$ cat src/rtl/core/reb_pkg.sv
`timescale 1ns / 1ps

package reb_pkg;

  localparam int unsigned TimeWidthDefault = 32;
  localparam int unsigned CfgDataWidth     = 16;
  localparam int unsigned CfgIdxWidth      = 2;

  localparam logic [4:0]  PpdReset       = 5'd4;
  localparam logic [15:0] DebounceReset  = 16'd20;
  localparam logic [15:0] LongPressReset = 16'd800;

  typedef enum logic [CfgIdxWidth-1:0] {
    CfgPulsesPerDetent = 2'd0,
    CfgDebounceMs      = 2'd1,
    CfgLongPressMs     = 2'd2
  } cfg_idx_e;

  typedef enum logic [1:0] {
    StepZero = 2'b00,
    StepUp   = 2'b01,
    StepDown = 2'b11
  } quad_step_e;

  typedef struct packed {
    logic        enc_a;
    logic        enc_b;
    logic        button_level;
    logic [31:0] now_ms;
    logic        take_rotation;
    logic        take_click;
    logic        take_long_press;
  } in_word_t;

  typedef struct packed {
    logic signed [7:0] rotation;
    logic              clicked;
    logic              long_pressed;
    logic              button_down;
  } out_word_t;

  typedef struct packed {
    logic clicked;
    logic long_pressed;
    logic button_down;
  } btn_status_t;

  // Rows are the previous AB code, columns the new one, A is the high bit.
  function automatic quad_step_e quad_step(input logic [1:0] prev, input logic [1:0] code);
    quad_step_e step;
    step = StepZero;
    unique case ({prev, code})
      4'b0001, 4'b0111, 4'b1000, 4'b1110: step = StepDown;
      4'b0010, 4'b0100, 4'b1011, 4'b1101: step = StepUp;
      default:                            step = StepZero;
    endcase
    return step;
  endfunction

endpackage

$ cat src/rtl/core/reb_quad.sv
`timescale 1ns / 1ps

module reb_quad (
  input  logic              clk_i,
  input  logic              rst_ni,
  input  logic              accept_i,
  input  logic [4:0]        ppd_i,
  input  logic              enc_a_i,
  input  logic              enc_b_i,
  input  logic              take_i,
  output logic signed [7:0] rotation_o
);

  logic [1:0]        prev_q, prev_d;
  logic signed [5:0] sum_q, sum_d;
  logic signed [7:0] det_q, det_d;

  logic [1:0]        code;
  logic [4:0]        ppd;
  logic signed [5:0] ppd_s;
  logic signed [5:0] sum_step;
  logic signed [7:0] det_new;
  reb_pkg::quad_step_e step;

  always_comb begin
    code = {enc_a_i, enc_b_i};
    if (ppd_i == 5'd0) begin
      ppd = 5'd1;
    end else if (ppd_i > 5'd16) begin
      ppd = 5'd16;
    end else begin
      ppd = ppd_i;
    end
    ppd_s = $signed({1'b0, ppd});
    step = reb_pkg::quad_step(prev_q, code);
    sum_step = sum_q + $signed({{4{step[1]}}, step});
    det_new = det_q;
    sum_d = sum_step;
    if (sum_step >= ppd_s) begin
      sum_d = sum_step - ppd_s;
      if (det_q != 8'sd127) begin
        det_new = det_q + 8'sd1;
      end
    end else if (sum_step <= -ppd_s) begin
      sum_d = sum_step + ppd_s;
      if (det_q != -8'sd128) begin
        det_new = det_q - 8'sd1;
      end
    end
    prev_d = code;
    det_d = take_i ? 8'sd0 : det_new;
    rotation_o = det_new;
  end

  always_ff @(posedge clk_i or negedge rst_ni) begin
    if (!rst_ni) begin
      prev_q <= 2'b11;
      sum_q  <= '0;
      det_q  <= '0;
    end else if (accept_i) begin
      prev_q <= prev_d;
      sum_q  <= sum_d;
      det_q  <= det_d;
    end
  end

`ifndef NO_ASSERTIONS
  a_sum_bounded: assert property (@(posedge clk_i) disable iff (!rst_ni)
    (sum_q <= 6'sd16) && (sum_q >= -6'sd16))
    else $error("pulse sum left its range");
`endif

endmodule

$ cat src/rtl/core/reb_button.sv
`timescale 1ns / 1ps

module reb_button #(
  parameter int unsigned TimeWidth = reb_pkg::TimeWidthDefault
) (
  input  logic                 clk_i,
  input  logic                 rst_ni,
  input  logic                 accept_i,
  input  logic                 button_level_i,
  input  logic [31:0]          now_ms_i,
  input  logic [15:0]          debounce_ms_i,
  input  logic [15:0]          long_press_ms_i,
  input  logic                 take_click_i,
  input  logic                 take_long_i,
  output reb_pkg::btn_status_t status_o
);

  logic                 raw_prev_q;
  logic [TimeWidth-1:0] last_change_q, last_change_d;
  logic                 stable_q, stable_d;
  logic [TimeWidth-1:0] press_start_q, press_start_d;
  logic                 fired_q, fired_d;
  logic                 click_q, click_d;
  logic                 long_q, long_d;

  logic [TimeWidth-1:0] now_t;
  logic                 raw;
  logic                 toggle;
  logic                 fired_mid;
  logic                 click_mid;
  logic                 long_fire;

  always_comb begin
    now_t = TimeWidth'(now_ms_i);
    raw = ~button_level_i;
    last_change_d = (raw != raw_prev_q) ? now_t : last_change_q;
    toggle = ((now_t - last_change_d) >= TimeWidth'(debounce_ms_i)) && (raw != stable_q);
    stable_d = toggle ? raw : stable_q;
    press_start_d = (toggle && raw) ? now_t : press_start_q;
    fired_mid = (toggle && raw) ? 1'b0 : fired_q;
    click_mid = click_q | (toggle && !raw && !fired_q);
    long_fire = stable_d && !fired_mid &&
                ((now_t - press_start_d) >= TimeWidth'(long_press_ms_i));
    fired_d = fired_mid | long_fire;
    click_d = click_mid & ~take_click_i;
    long_d = (long_q | long_fire) & ~take_long_i;
    status_o.clicked = click_mid;
    status_o.long_pressed = long_q | long_fire;
    status_o.button_down = stable_d;
  end

  always_ff @(posedge clk_i or negedge rst_ni) begin
    if (!rst_ni) begin
      raw_prev_q    <= 1'b0;
      last_change_q <= '0;
      stable_q      <= 1'b0;
      press_start_q <= '0;
      fired_q       <= 1'b0;
      click_q       <= 1'b0;
      long_q        <= 1'b0;
    end else if (accept_i) begin
      raw_prev_q    <= raw;
      last_change_q <= last_change_d;
      stable_q      <= stable_d;
      press_start_q <= press_start_d;
      fired_q       <= fired_d;
      click_q       <= click_d;
      long_q        <= long_d;
    end
  end

`ifndef NO_ASSERTIONS
  a_long_once: assert property (@(posedge clk_i) disable iff (!rst_ni)
    $rose(long_q) |-> fired_q)
    else $error("long press flagged without the hold being marked");
  a_click_released: assert property (@(posedge clk_i) disable iff (!rst_ni)
    $rose(click_q) |-> !stable_q)
    else $error("click flagged while the button is still down");
`endif

endmodule

$ cat src/rtl/core/rotary_encoder_with_button_unit.sv
`timescale 1ns / 1ps

// Channel | Direction | Handshake             | Payload
// in      | input     | in_valid_i/in_ready_o  | in_data_i (reb_pkg::in_word_t)
// out     | output    | out_valid_o/out_ready_i | out_data_o (reb_pkg::out_word_t)
// cfg     | input     | cfg_we_i               | cfg_idx_i, cfg_wdata_i
//
// Each word is handled combinationally by the decode and debounce logic and its result is
// registered, so the result appears in the cycle after the word is accepted.
// A new word is accepted every cycle while the output register is empty or being taken.
// A stall on the output holds the result and blocks the input until it is taken.
// Reset restores the register defaults and the idle encoder and button state.

module rotary_encoder_with_button_unit #(
  parameter int unsigned TimeWidth = reb_pkg::TimeWidthDefault
) (
  input  logic                                  clk_i,
  input  logic                                  rst_ni,
  input  logic                                  in_valid_i,
  output logic                                  in_ready_o,
  input  reb_pkg::in_word_t                     in_data_i,
  output logic                                  out_valid_o,
  input  logic                                  out_ready_i,
  output reb_pkg::out_word_t                    out_data_o,
  input  logic                                  cfg_we_i,
  input  logic [reb_pkg::CfgIdxWidth-1:0]       cfg_idx_i,
  input  logic [reb_pkg::CfgDataWidth-1:0]      cfg_wdata_i
);

  logic [4:0]  ppd_q;
  logic [15:0] debounce_q;
  logic [15:0] long_press_q;

  logic                 out_valid_q;
  reb_pkg::out_word_t   out_data_q;
  logic                 accept;
  logic signed [7:0]    rotation;
  reb_pkg::btn_status_t status;

  assign in_ready_o  = !out_valid_q || out_ready_i;
  assign accept      = in_valid_i && in_ready_o;
  assign out_valid_o = out_valid_q;
  assign out_data_o  = out_data_q;

  always_ff @(posedge clk_i or negedge rst_ni) begin
    if (!rst_ni) begin
      ppd_q        <= reb_pkg::PpdReset;
      debounce_q   <= reb_pkg::DebounceReset;
      long_press_q <= reb_pkg::LongPressReset;
    end else if (cfg_we_i) begin
      unique case (cfg_idx_i)
        reb_pkg::CfgPulsesPerDetent: ppd_q        <= cfg_wdata_i[4:0];
        reb_pkg::CfgDebounceMs:      debounce_q   <= cfg_wdata_i;
        reb_pkg::CfgLongPressMs:     long_press_q <= cfg_wdata_i;
        default: ;
      endcase
    end
  end

  reb_quad u_quad (
    .clk_i      (clk_i),
    .rst_ni     (rst_ni),
    .accept_i   (accept),
    .ppd_i      (ppd_q),
    .enc_a_i    (in_data_i.enc_a),
    .enc_b_i    (in_data_i.enc_b),
    .take_i     (in_data_i.take_rotation),
    .rotation_o (rotation)
  );

  reb_button #(
    .TimeWidth (TimeWidth)
  ) u_button (
    .clk_i           (clk_i),
    .rst_ni          (rst_ni),
    .accept_i        (accept),
    .button_level_i  (in_data_i.button_level),
    .now_ms_i        (in_data_i.now_ms),
    .debounce_ms_i   (debounce_q),
    .long_press_ms_i (long_press_q),
    .take_click_i    (in_data_i.take_click),
    .take_long_i     (in_data_i.take_long_press),
    .status_o        (status)
  );

  always_ff @(posedge clk_i or negedge rst_ni) begin
    if (!rst_ni) begin
      out_valid_q <= 1'b0;
    end else if (in_ready_o) begin
      out_valid_q <= in_valid_i;
    end
  end

  always_ff @(posedge clk_i) begin
    if (accept) begin
      out_data_q.rotation     <= rotation;
      out_data_q.clicked      <= status.clicked;
      out_data_q.long_pressed <= status.long_pressed;
      out_data_q.button_down  <= status.button_down;
    end
  end

`ifndef NO_ASSERTIONS
  a_accept_gives_result: assert property (@(posedge clk_i) disable iff (!rst_ni)
    accept |=> out_valid_o)
    else $error("accepted word produced no result");
  a_stall_blocks_input: assert property (@(posedge clk_i) disable iff (!rst_ni)
    (out_valid_o && !out_ready_i) |-> !in_ready_o)
    else $error("input taken while a result is held");
`endif

endmodule
$ cat config.mk
export PLATFORM = sky130hd
export DESIGN_NAME = rotary_encoder_with_button_unit
export DESIGN_NICKNAME = d
export VERILOG_FILES = /design/src/rtl/core/reb_pkg.sv /design/src/rtl/core/reb_quad.sv /design/src/rtl/core/reb_button.sv /design/src/rtl/core/rotary_encoder_with_button_unit.sv
export SDC_FILE = /design/constraint.sdc
export NUM_CORES = 1
export LEC_CHECK = 0
export ABC_AREA = 1
export BUFFER_PORTS_ARGS = -buffer_cell sky130_fd_sc_hd__buf_4
export CAP_MARGIN = 30
export CORE_UTILIZATION = 25
export CTS_BUF_LIST = sky130_fd_sc_hd__clkbuf_8 sky130_fd_sc_hd__clkbuf_16
export DETAILED_ROUTE_END_ITERATION = 10
export PLACE_DENSITY_LB_ADDON = 0.05
export SLEW_MARGIN = 40
export SYNTH_ARGS = -nofsm -noshare
export SYNTH_HDL_FRONTEND = slang
export SYNTH_SLANG_ARGS = --single-unit
$ cat constraint.sdc
create_clock -name clk_i -period 22.2 [get_ports clk_i]
set_input_delay 4.44 -clock clk_i [delete_from_list [all_inputs] [get_ports clk_i]]
set_output_delay 4.44 -clock clk_i [all_outputs]
set_load 0.05 [all_outputs]
==> results.tsv <==
stage	metric	value	unit
run	Max Cap Viol	0	
timing	Worst Slack Setup Final	9.79	ns
detailed_routing	post-route ant nets	0	
worst_hold_path	hold wc startpoint	u_button.press_start_q[18]	
placed_design	PortBufs	73	
final_layout	final core utilization	29.3	%
final_layout	Layout area overhead	14.5	%
synth	Top FF cell, synth	dfrtp_1	
detailed_routing	vias per cell	4.52	
timing	setup TNS	0	ns
setup_path	Worst EP required	22.41	ns
detailed_routing	# DRC	0	
synth	Syn Area/Cell	6.71	um^2
setup_path	reg-to-reg startpoint	u_button.raw_prev_q	
clocking	post-CTS sizing	0	
clocking	CTS buffer count	17	
floorplan	Die X	224	um
synth	Synth area leaders	dfrtp_1 23%, nand2_1 15%, ha_1 11%	
final_layout	fraction of layout cells with a size suffix above 1	9.99	%
timing	final worst-path cycle share	55.9	%
synth	Post-synth top cells	494 x nand2_1, 283 x inv_1, 205 x o21ai_0, 122 x nor2_1, 115 x dfrtp_1	
synth	most common cell in the netlist	nand2_1	
synth	register bit total from synthesis	134	
synth	Netlist cell types	54	
run_status	status	finished, final reports clean	
clocking	clock tree buffer depth	2	
timing	RSZ-0062 raised after global routing	false	
clocking	CTS sink cnt	134	
worst_hold_path	Worst Hold Class	flop to flop	
setup_path	kind of critical path	input pin to flop	
clocking	Clk Latency, worst-skew pair	0.46	ns
clocking	Worst-path clk slew	0.06	ns
setup_path	worst path arrival time	12.62	ns
grt	vias in the first global route	11400	
pwr	static leakage	7.22	nW
final_layout	Storage cell area	3420	um^2
floorplan	core area	48000	um^2
floorplan	initial core utilization	25.6	%
setup_path	slowest cell delay on critical path	0.38	ns
grt	global-route wire length before repair	65.2	mm
timing	min Tclk post-route	12.41	ns
clocking	CTS tree	built	
timing	fmax	0.0806	GHz
final_layout	Fill cells	5401	
detailed_routing	Routed WL	41.6	mm
placed_design	Placed Cells	2485	
detailed_routing	drt pass-1 iters	5	
setup_path	Crit. End Element	flop	
placed_design	Post-Place Setup Slack	9.32	ns
grt	largest net degree at the start of global routing	74	
synth	Post-synth ARST share	91.8	%
final_layout	Nets	2063	
clocking	clk root buf	clkbuf_16	
setup_path	crit-path max FO	44	
synth	Synth Cell Area	12300	um^2
clocking	CTS H-tree depth	4	
pwr	peak supply drop	0.0574	mV
placed_design	RePlAce Congestion	0.850	
clocking	Post-CTS Repair Setup Buffers	0	
setup_path	Slowest-stage cell, CP	buf_4	
grt	GR Overflow Total	0	
setup_path	startpoint types	input pin	
timing	Worst Clk Skew	0.0111	ns
detailed_routing	drt first-iter violations	740	
timing	final setup fails	0	
timing	Fin. Hold Viols	0	
final_layout	n_diodes	0	
setup_path	R2R setup slack	13.45	ns
synth	Post-synth EDFFs	11	
final_layout	multi-input logic area	7550	um^2
clocking	CTS Hold Bufs	0	
timing	Worst Tran Pin Value	0.718	ns
detailed_routing	total number of vias	11400	
synth	number of warnings issued by yosys	0	
floorplan	die area	50000	um^2
synth	cell count after synthesis	1829	
floorplan	Placement Rows	80	
final_layout	final cell count without fillers	2517	
floorplan	I/O pins	74	
setup_path	reg-to-reg endpoint	out_data_o[1]	
detailed_routing	routed len/inst	16.5	um
worst_hold_path	Hold Crit Depth	2	
timing	WHS	0.480	ns
setup_path	Worst R2R Path Depth	52	
setup_path	most used cell, CP	nand2_1	
grt	initial antenna violation count	0	
synth	cell accounting for the most synthesized area	dfrtp_1	
floorplan	die height	224	um
grt	All-Layer GR Usage	17.2	%
synth	sequential area share after synthesis	27.8	%
pwr	PwrDens	117	nW/um^2
synth	syn nets	2003	
worst_hold_path	worst hold path endpoint	u_button.press_start_q[18]	
placed_design	Final HPWL DP	34.0	mm
timing	Pins Over Slew Limit	0	
synth	Yosys top cell area share	23.4	%
timing	slew margin rel.	52.2	%
## metal layers
metal	vias up	wire length, um	GRT usage (%)
met3	49	1310	3.24
met5	-	0	0
li1	6031	-	-
met2	151	17400	25.7
met4	0	1030	6.19
met1	5150	21900	24.5
## logic make-up (layout without fill, tap and decap cells)
family / after synthesis / in the layout / share of synthesized area [%]
AND/OR/NAND/NOR: 816 / 816 / 29.2
AO/OA/AOI/OAI: 368 / 368 / 16.2
buffers and inverters: 338 / 411 / 10.7
flip-flops: 134 / 134 / 27.8
adder cells (fa/ha/maj): 113 / 113 / 11.8
XOR/XNOR: 57 / 57 / 4.07
multiplexers: 2 / 2 / 0.163
other: 1 / 1 / 0.0305
## registers in the layout, summed over array words and instances, names as in the netlist, 2 cells and up
register                count
u_quad.det_q                8
debounce_q                 16
u_button.press_start_q     32
u_quad.prev_q               2
long_press_q               16
u_button.last_change_q     32
out_data_o                 11
u_quad.sum_q                6
ppd_q                       5
## through the flow
| step | instance area, um^2 | power, mW |
|---|---|---|
| 6_report | 14100 | 1.64 |
| 5_1_grt | 14100 | 1.81 |
| 4_1_cts | 14100 | 1.66 |
| 3_5_place_dp | 13500 | 1.35 |
| 3_3_place_gp | 13500 | 1.35 |
| 2_1_floorplan | 12300 | 1.08 |
## where the power goes
part	leakage (nW)	total, mW	internal [mW]	switching (mW)
clock network	0.301	0.296	0.175	0.121
registers	1.61	0.359	0.321	0.0381
logic	5.31	0.985	0.338	0.647
total	7.22	1.64	0.834	0.806
## placed cells by master (no fill, tap or decap), types with 35 or more instances in the layout
cell type and count:
nand2_1 493, inv_1 286, o21ai_0 205, nor2_1 122
dfrtp_1 115, ha_1 109, a21oi_1 102, nand3_1 81
buf_4 80, xor2_1 48, nor3_1 35
## worst max-delay path, delay by kind of cell
family	cells	cell delay [ns]
XOR/XNOR	2	0.34
AND/OR/NAND/NOR	29	3.74
AO/OA/AOI/OAI	12	1.72
buffers and inverters	6	1.08
adder cells (fa/ha/maj)	4	1.26
## how the worst max path moves through the flow
stage	startpoint	end	slack, ns	cells past startpoint
after floorplan	in_data_i[35]	out_data_o[1]	11.04	55
after global placement	in_data_i[35]	out_data_o[1]	9.54	53
after detailed placement	in_data_i[35]	out_data_o[1]	9.32	53
after CTS	in_data_i[35]	out_data_o[1]	9.80	53
after global routing	in_data_i[35]	out_data_o[1]	8.68	53
final	in_data_i[35]	out_data_o[1]	9.79	53
## cell type report
type	count	share of cell area, %
clock buffer	17	3.03
clock inverter	15	1.17
inverter	298	7.96
tap	615	5.47
multi-input combinational	1357	53.7
timing repair buffer	81	4.37
sequential	134	24.3
Power figures use the tool's default switching activity.
